--- src/sv/bwu_pkg.sv ---
package bwu_pkg;

  localparam int COORD_BITS = 14;
  localparam int PIX_BITS   = 12;
  localparam int FRAC_BITS  = 16;
  localparam int OUT_BITS   = 24;

  localparam int DW  = ((COORD_BITS > PIX_BITS) ? COORD_BITS : PIX_BITS + 1) + 1;
  localparam int PW  = 2 * DW;
  localparam int CW  = PW + 1;
  localparam int MW  = CW;
  localparam int QW  = OUT_BITS - 1;
  localparam int NW  = MW + FRAC_BITS;
  localparam int XW  = NW + MW;
  localparam int NST = QW + 6;

  localparam logic signed [OUT_BITS-1:0] OUT_MAX = {1'b0, {(OUT_BITS-1){1'b1}}};
  localparam logic signed [OUT_BITS-1:0] OUT_MIN = {1'b1, {(OUT_BITS-1){1'b0}}};
  localparam logic signed [OUT_BITS-1:0] NEG_ONE = (FRAC_BITS >= OUT_BITS - 1) ? OUT_MIN :
                                                   OUT_BITS'(-(64'sd1 <<< FRAC_BITS));

  typedef logic signed [DW-1:0] diff_t;
  typedef logic signed [PW-1:0] prod_t;
  typedef logic signed [CW-1:0] cross_t;
  typedef logic [MW-1:0] mag_t;
  typedef logic [QW-1:0] quo_t;

  typedef struct packed {
    mag_t rem_u;
    mag_t rem_v;
    quo_t q_u;
    quo_t q_v;
    quo_t low_u;
    quo_t low_v;
    mag_t den;
    logic neg_u;
    logic neg_v;
    logic ovf_u;
    logic ovf_v;
    logic deg;
  } div_t;

endpackage

--- src/sv/bwu_div_step.sv ---
module bwu_div_step (
  input  logic          clk,
  input  logic          en,
  input  bwu_pkg::div_t d_in,
  output bwu_pkg::div_t d_r
);

  logic [bwu_pkg::MW:0] tu, tv, du, dv;
  logic                 geu, gev;
  bwu_pkg::div_t        d_nxt;

  always_comb begin
    tu  = {d_in.rem_u, d_in.low_u[bwu_pkg::QW-1]};
    tv  = {d_in.rem_v, d_in.low_v[bwu_pkg::QW-1]};
    du  = tu - {1'b0, d_in.den};
    dv  = tv - {1'b0, d_in.den};
    geu = tu >= {1'b0, d_in.den};
    gev = tv >= {1'b0, d_in.den};
    d_nxt       = d_in;
    d_nxt.rem_u = geu ? du[bwu_pkg::MW-1:0] : tu[bwu_pkg::MW-1:0];
    d_nxt.rem_v = gev ? dv[bwu_pkg::MW-1:0] : tv[bwu_pkg::MW-1:0];
    d_nxt.q_u   = {d_in.q_u[bwu_pkg::QW-2:0], geu};
    d_nxt.q_v   = {d_in.q_v[bwu_pkg::QW-2:0], gev};
    d_nxt.low_u = {d_in.low_u[bwu_pkg::QW-2:0], 1'b0};
    d_nxt.low_v = {d_in.low_v[bwu_pkg::QW-2:0], 1'b0};
  end

  always_ff @(posedge clk) begin
    if (en) begin
      d_r <= d_nxt;
    end
  end

endmodule
--- config.mk ---
export PLATFORM = sky130hd
export DESIGN_NAME = bwu_div_step
export DESIGN_NICKNAME = d
export VERILOG_FILES = /design/src/sv/bwu_pkg.sv /design/src/sv/bwu_div_step.sv
export SDC_FILE = /design/constraint.sdc
export NUM_CORES = 1
export LEC_CHECK = 0
export ABC_AREA = 1
export BUFFER_PORTS_ARGS = -buffer_cell sky130_fd_sc_hd__buf_4
export CELL_PAD_IN_SITES_DETAIL_PLACEMENT = 0
export CELL_PAD_IN_SITES_GLOBAL_PLACEMENT = 2
export CORE_ASPECT_RATIO = 0.9
export CORE_MARGIN = 5
export CORE_UTILIZATION = 26
export DETAILED_ROUTE_END_ITERATION = 10
export PLACE_DENSITY = 0.84
export SLEW_MARGIN = 20
export SYNTH_ARGS = -nofsm -noshare
export SYNTH_HDL_FRONTEND = slang
export SYNTH_SLANG_ARGS = --single-unit
--- constraint.sdc ---
create_clock -name clk -period 2.5 [get_ports clk]
set_clock_uncertainty 0.05 [all_clocks]
set_input_delay 0.5 -clock clk [delete_from_list [all_inputs] [get_ports clk]]
set_output_delay 0.5 -clock clk [all_outputs]
set_load 0.01 [all_outputs]
Yosys cells after proc, flatten, opt, wreduce, memory -nomap -nowiden:

Index checks and enable logic that the tools add are counted.
Widths: inputs -> output; s select.

* output and inout bits: 190
* input port bits: 192
* flip-flop bits (word level): 188
* logic and storage cells: 18

* $lt $le $gt $ge: 2
* multiplexer cells: 2
* add/sub/neg operators: 2

Operators by type and width (number)
* $ge 32x31->1: 2
* $mux 31: 2
* $sub 31x31->31: 2

Depth between registers and ports, before layout:

* depth after elaboration: 2
* mapped depth: 17
* mapped depth without buffers: 15

Least setup slack after synthesis:

No wires, ideal clock.

* path kind: in2reg
* from: in d_in[58] (netlist bit)
* to: reg d_r[134] (netlist bit) (data pin)
* path slack: 0.089 ns
* data required time: 2.198 ns
* stages on the path: 17
* library setup time: 0.252 ns
* arrival: 2.109 ns
* path buffers: 2
* path through: inv_1 ha_1 fa_1 inv_1 nand2_1 nand2_1 nand3_1 nand2_1 nand2_1 nand3_1 nand2_1 nand2_4 inv_2 buf_6 buf_6 nand2_1 nand2_1

RTL lines
* start: declaration: RTL line bwu_div_step.sv:4 `input bwu_pkg::div_t d_in,`
* end signal: assignment: RTL line bwu_div_step.sv:30 `d_r <= d_nxt;`
* end: declaration: RTL line bwu_div_step.sv:5 `output bwu_pkg::div_t d_r`

==> metrics.yaml <==
critical_path:
  critical_path_class: "primary input to flop"
  crit_top_cell: "nand2_1"
  path_delay_family: "simple AND/OR/NAND/NOR gates"
  critPathSlowestCell: "ha_1"
  worst_setup_path_end_kind: "flop"
  cp_num_cells: 14
  crit_chain: "buf_4 > inv_1 > ha_1 > nand2_1 > inv_1 > nand2_1 > nor3_1 > nand2_1 > nand3_1 > nand2_1 > nand2_4 > buf_4 > nand3_1 > nand2_1"
  crit_fanout: 13
  crit_path_end: "d_r[176]"
  worstPathRequired_ps: 2800
  slowest_delay_ps: 370
  startpoint_type: "primary input"
  critical_path_arrival_ps: 2490
  crit_buf_inv: 4
  cp-startpoint: "d_in[12]"
sta:
  setup_viol: 0
  fmax_ghz: 0.456
  worst_pin_slew_ps: 570
  slew_violations: 0
  hold_viol_final: 0
  period_share_pct: 87.7
  rsz0062_at_grt: "no"
  post-route-min-period_ps: 2190
  relSlewSlack_pct: 62.0
  worst_slack_ps: 308
clock_network:
  cts_resized: 0
  cts.sinks: 188
  cts_buffer_depth: 2
  cts_tree: "yes"
  cts_root_buf: "clkbuf_16"
  clk_transition_reported_paths_ps: 80
  cts.htree.levels: 4
  cts_setup_buffers: 0
  hold_buffers: 0
  cts_made_buffers: 17
logic_synthesis:
  synthesis.area_um2: 11400
  ys_types: 27
  avgSynthCellArea_um2: 8.00
  ys_ff_latch: 188
  seq_area_frac_synth_pct: 49.7
  synthCells: 1421
  yosys_warnings: 0
power:
  finalPower_uw: 9630
  irDropWorstVdd_mv: 0.468
  cellLeakagePower_uw: 0.00889
  power_density_nw_per_um2: 572
status:
  outcome: "complete, no violations"
placed_design:
  portBuffers: 377
  dpl.cell_count: 2521
  place_ws_ps: -190
  dp_hpwl_mm: 39.7
  gp_congestion: 0.917
finish:
  layout.nets: 2241
  largest_register_ffs: 188
  drive_gt1_share_pct: 30.7
  nFillCells: 4442
  stdcell_count: 2554
  top_regs: "d_r x188"
  regArea_um2: 5650
  multi_input_area_um2: 4580
  area_growth_pct: 48.2
  final_util_pct: 39.0
  largest_register: "d_r"
detailed_routing:
  drcViolationCount: 0
  vias: 10800
  first_pass_iters: 6
  drt-initial-drc-count: 590
  final_antenna_net_count: 0
  drt_wl_total_mm: 46.3
  viasPerCell: 4.22
  wl_per_cell_um: 18.1
floorplanning:
  die_area_um2: 48000
  ios: 382
  die_h_um: 208
  initial_utilization_pct: 26.3
  rows: 72
  core_area_um2: 43200
  die_w_um: 230
job:
  drv_cap: 0
global_route:
  grt_overflow_total: 0
  track_usage_pct: 19.0
  antenna_found_initial: 9
  grt_max_degree: 53
  grt_pass1_wl_mm: 67.6
  grt_pass1_vias: 10600
hold_path:
  hold_class: "primary input to flop"
==> worst min path at each step <==
stage              start       end  slack, ps  depth (start not counted)
2_1_floorplan    d_in[0]    d_r[0]        550                          0
3_3_place_gp   d_in[112]  d_r[113]        630                          1
3_5_place_dp    d_in[87]   d_r[88]        630                          1
4_1_cts         d_in[57]   d_r[58]         90                          1
5_1_grt         d_in[68]   d_r[69]        100                          1
6_report        d_in[57]   d_r[58]        130                          1
==> kinds of logic (layout without fill, tap and decap cells) <==
family          after synthesis  after routing  synth area share, %
flops                       188            188                 49.7
xor+xnor                     28             28                 2.16
other cells                   1              3               0.0330
compound gates               46             46                 2.16
fa+ha+maj                    64             64                 7.18
buf+inv                     294            870                 10.1
simple gates                800            800                 28.7
==> cell usage in the layout (no fill, tap or decap), drive strengths merged, types with 4 or more instances in the layout <==
master / instances
clkbuf: 18
or2: 6
a21oi: 34
edfxtp: 188
buf: 557
nand3b: 6
nand2: 590
nand4: 12
and2: 4
inv: 287
o21bai: 6
nor2: 86
ha: 62
o21ai: 6
xor2: 28
nand3: 86
nor3: 8
clkinv: 7
==> final cells by class <==
cell class	instances	share of cell area [%]
flip-flops and latches	188	33.5
multi-input cells	940	27.2
repair buffers	558	25.4
inverters	280	6.24
well taps	555	4.12
clock buffers	17	2.53
clock inverters	15	0.995
diodes	1	0.0149
==> synth_stat cells, drive strengths merged <==
library cell  count  share of area [%]
nand2           590                 20
inv             280                9.2
edfxtp          188                 50
nand3            86                3.8
nor2             86                3.2
ha               62                6.8
a21oi            34                1.5
xor2             28                2.2
buf              14               0.88
nand4            12               0.66
nor3              8               0.35
nand3b            6               0.40
o21ai             6               0.26
o21bai            6               0.40
or2               6               0.33
and2              4               0.22
and3              2               0.11
fa                2               0.35
conb              1              0.033
==> layer usage <==
layer	GRT usage [%]	wire length (um)
met1	24.1	20400
met5	0	91
met2	31.1	21100
met3	6.67	3900
met4	4.76	803
==> metrics by stage <==
stage / TNS (ps) / hold WS, ps / instance area, um^2
after floorplan: 0 / 549 / 11400
after global placement: -6920 / 629 / 16300
final: 0 / 133 / 16800
after global routing: 0 / 99.5 / 16800
after detailed placement: -8190 / 629 / 16300
after CTS: 0 / 85.6 / 16800
==> where the power goes <==
part           internal (uW)  switching [uW]
sequential              3870             113
combinational           1330            1540
clock                   1340            1440
total                   6540            3090
(Power assumes the default switching activity.)
