==> src/sv/bwu_pkg.sv <==
package bwu_pkg;

  localparam int COORD_BITS = 14;
  localparam int PIX_BITS   = 12;
  localparam int FRAC_BITS  = 16;
  localparam int OUT_BITS   = 24;

  localparam int DW  = ((COORD_BITS > PIX_BITS) ? COORD_BITS : PIX_BITS + 1) + 1;
  localparam int PW  = 2 * DW;
  localparam int CW  = PW + 1;
  localparam int MW  = CW;
  localparam int QW  = OUT_BITS - 1;
  localparam int NW  = MW + FRAC_BITS;
  localparam int XW  = NW + MW;
  localparam int NST = QW + 6;

  localparam logic signed [OUT_BITS-1:0] OUT_MAX = {1'b0, {(OUT_BITS-1){1'b1}}};
  localparam logic signed [OUT_BITS-1:0] OUT_MIN = {1'b1, {(OUT_BITS-1){1'b0}}};
  localparam logic signed [OUT_BITS-1:0] NEG_ONE = (FRAC_BITS >= OUT_BITS - 1) ? OUT_MIN :
                                                   OUT_BITS'(-(64'sd1 <<< FRAC_BITS));

  typedef logic signed [DW-1:0] diff_t;
  typedef logic signed [PW-1:0] prod_t;
  typedef logic signed [CW-1:0] cross_t;
  typedef logic [MW-1:0] mag_t;
  typedef logic [QW-1:0] quo_t;

  typedef struct packed {
    mag_t rem_u;
    mag_t rem_v;
    quo_t q_u;
    quo_t q_v;
    quo_t low_u;
    quo_t low_v;
    mag_t den;
    logic neg_u;
    logic neg_v;
    logic ovf_u;
    logic ovf_v;
    logic deg;
  } div_t;

endpackage

==> src/sv/bwu_cross.sv <==
module bwu_cross (
  input  logic                              clk,
  input  logic [2:0]                        en,
  input  logic signed [bwu_pkg::COORD_BITS-1:0] ax,
  input  logic signed [bwu_pkg::COORD_BITS-1:0] ay,
  input  logic signed [bwu_pkg::COORD_BITS-1:0] bx,
  input  logic signed [bwu_pkg::COORD_BITS-1:0] by,
  input  logic signed [bwu_pkg::COORD_BITS-1:0] cx,
  input  logic signed [bwu_pkg::COORD_BITS-1:0] cy,
  input  logic [bwu_pkg::PIX_BITS-1:0]      px,
  input  logic [bwu_pkg::PIX_BITS-1:0]      py,
  output bwu_pkg::cross_t                   u_r,
  output bwu_pkg::cross_t                   v_r,
  output bwu_pkg::cross_t                   w_r
);

  bwu_pkg::diff_t e1x_r, e1y_r, e1z_r, e2x_r, e2y_r, e2z_r;
  bwu_pkg::prod_t p0_r, p1_r, p2_r, p3_r, p4_r, p5_r;

  // edge vectors
  always_ff @(posedge clk) begin
    if (en[0]) begin
      e1x_r <= bwu_pkg::DW'(bx) - bwu_pkg::DW'(ax);
      e1y_r <= bwu_pkg::DW'(cx) - bwu_pkg::DW'(ax);
      e1z_r <= bwu_pkg::DW'(ax) - $signed(bwu_pkg::DW'(px));
      e2x_r <= bwu_pkg::DW'(by) - bwu_pkg::DW'(ay);
      e2y_r <= bwu_pkg::DW'(cy) - bwu_pkg::DW'(ay);
      e2z_r <= bwu_pkg::DW'(ay) - $signed(bwu_pkg::DW'(py));
    end
  end

  always_ff @(posedge clk) begin
    if (en[1]) begin
      p0_r <= bwu_pkg::PW'(e1y_r) * bwu_pkg::PW'(e2z_r);
      p1_r <= bwu_pkg::PW'(e1z_r) * bwu_pkg::PW'(e2y_r);
      p2_r <= bwu_pkg::PW'(e1z_r) * bwu_pkg::PW'(e2x_r);
      p3_r <= bwu_pkg::PW'(e1x_r) * bwu_pkg::PW'(e2z_r);
      p4_r <= bwu_pkg::PW'(e1x_r) * bwu_pkg::PW'(e2y_r);
      p5_r <= bwu_pkg::PW'(e1y_r) * bwu_pkg::PW'(e2x_r);
    end
  end

  always_ff @(posedge clk) begin
    if (en[2]) begin
      u_r <= bwu_pkg::CW'(p0_r) - bwu_pkg::CW'(p1_r);
      v_r <= bwu_pkg::CW'(p2_r) - bwu_pkg::CW'(p3_r);
      w_r <= bwu_pkg::CW'(p4_r) - bwu_pkg::CW'(p5_r);
    end
  end

endmodule

==> config.mk <==
export PLATFORM = sky130hd
export DESIGN_NAME = bwu_cross
export DESIGN_NICKNAME = d
export VERILOG_FILES = /design/src/sv/bwu_pkg.sv /design/src/sv/bwu_cross.sv
export SDC_FILE = /design/constraint.sdc
export NUM_CORES = 2
export LEC_CHECK = 0
export BUFFER_PORTS_ARGS = -buffer_cell sky130_fd_sc_hd__buf_2
export CORE_MARGIN = 1.5
export CORE_UTILIZATION = 33
export CTS_BUF_LIST = sky130_fd_sc_hd__clkbuf_8
export CTS_CLUSTER_DIAMETER = 40
export CTS_CLUSTER_SIZE = 25
export DETAILED_ROUTE_END_ITERATION = 6
export SLEW_MARGIN = 0
export SYNTH_ARGS = -nofsm -noshare
export SYNTH_HDL_FRONTEND = slang
export SYNTH_SLANG_ARGS = --single-unit
==> constraint.sdc <==
create_clock -name clk -period 8.1 [get_ports clk]
set_input_delay 1.215 -clock clk [delete_from_list [all_inputs] [get_ports clk]]
set_output_delay 1.215 -clock clk [all_outputs]
set_load 0.01 [all_outputs]
Word-level counts from Yosys, hierarchy flattened --
Index checks and enable logic that the tools add are counted.
Storage, ports and cells: ROM bits 0, logic and storage cells 30, input port bits 112, register bits 363, memories kept 0, bits in latches 0, RAM bits 0
Cells by class: $add $sub $neg 9, div/mod/pow operators 0, multiplexer cells 0, equal/unequal tests 0, $lt $le $gt $ge 0, reduce and logical (&&, ||, !) cells 0, $mul 6, shift-type cells 0, bitwise logic cells 0
Operators with widths (number):
- multiplier 15 x 15 -> 30 bit | 6
- subtractor 30 x 30 -> 31 bit | 3
- subtractor 14 x 14 -> 15 bit | 4
- subtractor 14 x 13 -> 15 bit | 2

Longest topological paths before layout --
depth in word-level cells 1, depth in mapped cells 24

Least setup slack after synthesis --
Ideal clock, no wire load.
kind reg2reg, start reg e1z_r[10], end reg p1_r[29], data pin, cell stages (with the launch flop) 24, data required time 7840 ps, arrival time 5933 ps, path buffers 1, library setup time 260 ps, period minus slack after synthesis 6192 ps, slack 1908 ps, cells stage by stage edfxtp_1 -> clkbuf_1 -> nand2_1 -> fa_1 -> fa_1 -> inv_1 -> fa_1 -> inv_1 -> fa_1 -> inv_1 -> fa_1 -> inv_1 -> fa_1 -> inv_1 -> ha_1 -> a211o_1 -> a211o_1 -> nor4bb_1 -> nand4_1 -> a31oi_1 -> o31ai_1 -> o2111ai_1 -> a21oi_1 -> xnor2_1
On the way: cells in the longest elaborated chain, start to end 1
RTL lines:
- start, declared | RTL line bwu_cross.sv:17 | bwu_pkg::diff_t e1x_r, e1y_r, e1z_r, e2x_r, e2y_r, e2z_r;
- start signal, assigned | RTL line bwu_cross.sv:25 | e1z_r <= bwu_pkg::DW'(ax) - $signed(bwu_pkg::DW'(px));
- multiplier 15 x 15 -> 30 bit | RTL line bwu_cross.sv:35 | p1_r <= bwu_pkg::PW'(e1z_r) * bwu_pkg::PW'(e2y_r);
- end signal, assigned | RTL line bwu_cross.sv:35
- end, declared | RTL line bwu_cross.sv:18 | bwu_pkg::prod_t p0_r, p1_r, p2_r, p3_r, p4_r, p5_r;
Every way passes these cells. A chain may end at the register's enable or synchronous reset.

Worst setup path in the final report --
start reg e2x_r[0], end reg p2_r[27], data pin
On the way: cells in the longest elaborated chain, start to end 1
RTL lines:
- start, declared | RTL line bwu_cross.sv:17
- start signal, assigned | RTL line bwu_cross.sv:26 | e2x_r <= bwu_pkg::DW'(by) - bwu_pkg::DW'(ay);
- multiplier 15 x 15 -> 30 bit | RTL line bwu_cross.sv:36 | p2_r <= bwu_pkg::PW'(e1z_r) * bwu_pkg::PW'(e2x_r);
- end signal, assigned | RTL line bwu_cross.sv:36
- end, declared | RTL line bwu_cross.sv:18
Every way passes these cells.

==> results.md <==
* Outcome: finished with violations
* Failing checks: design-rule violations
* Clock buffer depth at 3
* Total half-perimeter wirelength after legalization and detailed placement at 154 mm
* Delay of the slowest cell on the worst path at 1.09 ns
* List of most frequent post-synthesis cells: inv_1, fa_1, nand2_1, ha_1, and2_1
* Share of layout cells above drive strength 1 at 0.0648
* Final setup violation count at 0
* Worst reg2reg path depth at 21
* CORE AREA at 212,000 um^2
* Crit start category: register
* Critical Path End Type: register
* Count of endpoints failing hold in the final timing report at 0
* Worst slew pin tran at 1.25 ns
* Global-route wire length before repair at 292 mm
* Buffers plus inverters on the worst setup path at 5
* Minimum clock period at 7.39 ns
* Final total negative setup slack at 0 ns
* Number of distinct library cell variants in the gate-level netlist after synthesis at 71
* FF-to-FF Start: e2x_r[0]$_DFFE_PP_
* Relative slew slack at 0.168
* Number of standard cells after synthesis at 7,383
* WP data required at 8.70 ns
* Portion of synthesized cell area occupied by the leading cell type at 0.381
* Synth Cell Area at 70,500 um^2
* Vias per std cell at 4.80
* Initial core utilization at 0.332
* Largest delay contributor family on the critical path: adder cells
* Total global-route track usage at 0.174
* DIE WIDTH at 465 um
* Source-to-sink clock delay at the later pin of the worst-skew pair at 0.87 ns
* Synth Flop Type: edfxtp_1
* Tcrit/Tclk final at 0.912
* Count of instances resized after the clock tree is built at 0
* Sequential element share of the synthesized area at 0.155
* Setup repair after global routing missed its margin: no
* Worst flop-to-flop path endpoint: p2_r[27]$_DFFE_PP_
* Overall die area at 217,000 um^2
* Routed wire length at 184 mm
* Clock edge transition at the registers on the reported setup and hold paths at 0.07 ns
* Fraction of registers with async set/reset at 0
* Source of the critical timing path: e2x_r[0]$_DFFE_PP_
* Critical path class: reg -> reg
* Port Buf Inserts at 204
* Crit path depth at 21
* # clock sinks at 363
* Most prevalent standard cell on the critical path: fa_1
* Mean Syn Cell Area at 9.56 um^2
* TritonCTS clock tree: done
* Number of maximum-capacitance constraint violations at 0
* Setup slack, reg-to-reg at 0.71 ns
* Flop and latch count out of synthesis at 363
* Critical Path, Cell by Cell: nand2_1 > fa_1 > fa_1 > inv_1 > fa_1 > inv_1 > fa_1 > inv_1 > fa_1 > inv_1 > fa_1 > inv_1 > ha_1 > nor3_1 > o211ai_1 > a31oi_1 > o21ai_1 > a221oi_1 > o31ai_1 > o41ai_1 > xnor2_1
* Overflow after GRT at 0
* Antenna Nets Post-Route at 0
* Number of primary I/O pins at 205
* Worst Clk Skew at 0.0619 ns
* Total number of H-tree levels at 3
* Antenna violations before repair at 16
* Net Count, Synth at 9,498
* Crit path max fanout at 30
* End point of the critical path: p2_r[27]$_DFFE_PP_
* Average wire per cell in the routed design at 17.7 um
* Path type of the worst min-delay path: in -> reg
* Critical-path top delay cell: edfxtp_1
* Hold-fix buffers at CTS at 0
* Nets at 9,647
* P&R area growth vs syn at 9.09%
* Total iterations of the first detailed-routing run at 7
* Vias in the first global route at 53,000
* Post-CTS setup buffer count at 0
* Cell row count at 169
* Number of pins with negative max-slew slack in the final report at 0
* Pin count of the biggest net entering global routing at 73
* Via count at 50,000
* Master cell of the clock root buffer: clkbuf_8
* Timing-limited maximum frequency at 135 MHz
* Cell with the most instances after synthesis: inv_1
* Cell type contributing the most total cell area after synthesis: fa_1
* Synth area leaders: fa_1, edfxtp_1, ha_1, inv_1, and2_1
* Data arrival time of the worst path at 7.99 ns
* Inserted Clock Buffers at 78
* Die Ht at 465 um
* Yosys warns at 0
* Detailed Route Iter0 Violations at 3,034
* DR DRC count at 12
* Number of enable flip-flop cells after synthesis at 363
* Final weighted congestion in routability-driven placement at 0.900
-- per-layer routing --
| layer | up-vias | track usage | wire, um |
|---|---|---|---|
| li1 | 22800 | - | - |
| met1 | 25400 | 0.235 | 80400 |
| met2 | 1534 | 0.282 | 85500 |
| met3 | 245 | 0.0287 | 12500 |
| met4 | 0 | 0.0568 | 5610 |
| met5 | - | 0 | 0 |
-- registers in the layout (all words and copies together) (netlist names), 30 cells and up --
| signal | cells |
|---|---|
| w_r | 31 |
| v_r | 31 |
| p2_r | 30 |
| p4_r | 30 |
| p1_r | 30 |
| p5_r | 30 |
| u_r | 31 |
| p0_r | 30 |
| p3_r | 30 |
-- worst reg2reg max path, stage by stage, from the launching register on --
cell      delay, ns
edfxtp_1       1.09
nand2_1        0.22
fa_1           0.57
fa_1           0.54
inv_1          0.05
fa_1           0.52
inv_1          0.06
fa_1           0.52
inv_1          0.05
fa_1           0.47
inv_1          0.05
fa_1           0.47
inv_1          0.04
ha_1           0.20
nor3_1         0.28
o211ai_1       0.19
a31oi_1        0.34
o21ai_1        0.23
a221oi_1       0.49
o31ai_1        0.23
o41ai_1        0.38
xnor2_1        0.11
-- worst min-delay path by stage --
stage | start | endpoint | depth (start not counted)
floorplan | p1_r[0]$_DFFE_PP_ | u_r[0]$_DFFE_PP_ | 2
global placement | p5_r[0]$_DFFE_PP_ | w_r[0]$_DFFE_PP_ | 2
detailed placement | p5_r[0]$_DFFE_PP_ | w_r[0]$_DFFE_PP_ | 2
CTS | ay[13] | e2z_r[14]$_DFFE_PP_ | 2
global route | ay[13] | e2z_r[14]$_DFFE_PP_ | 2
finish | ay[13] | e2z_r[14]$_DFFE_PP_ | 2
-- metrics by stage --
step                hold slack [ns]  instance area, um^2  cells  setup slack [ns]   util
global route                  0.605                76900  10400             0.296  0.362
floorplan                     0.607                70500   7383              1.91      -
finish                        0.637                77000  10400             0.714  0.363
detailed placement            0.633                75200  10300             0.782  0.354
global placement              0.640                75200  10300             0.880  0.354
CTS                           0.562                76900  10400             0.749  0.362
-- area by class of cell --
type | instances | area (um^2)
inverter | 1741 | 6540
tap | 2821 | 3530
fill | 21500 | 135000
sequential | 363 | 10900
timing repair buffer | 349 | 2150
clock buffer | 78 | 1070
clock inverter | 63 | 691
antenna | 9 | 22.5
multi-input combinational | 4999 | 52100
-- cell families after synthesis --
kind of cell	Yosys count	synth area share
buffers and inverters	2021	0.108
adder cells (fa/ha/maj)	2003	0.498
AND/OR/NAND/NOR	1995	0.138
AO/OA/AOI/OAI	693	0.0636
flip-flops	363	0.155
XOR/XNOR	304	0.0377
multiplexers	4	0.000603
-- cell usage in the layout, fill, tap and decap left out, drive strengths merged, types with 14 or more instances in the layout --
cell type     n
o21ai       148
nor2        295
inv        1760
o21a         47
a21oi       196
nand3        47
clkinv       22
o21bai       35
and3         17
xor2         70
nor3         67
o211ai       14
nand2       764
or3          20
nor2b        49
edfxtp      363
buf         348
clkbuf       79
nand2b       44
and2        645
fa         1341
a21o         78
ha          662
a31oi        22
a21boi       29
a211oi       18
xnor2       234
Power is not shown: default switching activity piles up to over one toggle a cycle in this logic, so the estimate is an artifact.
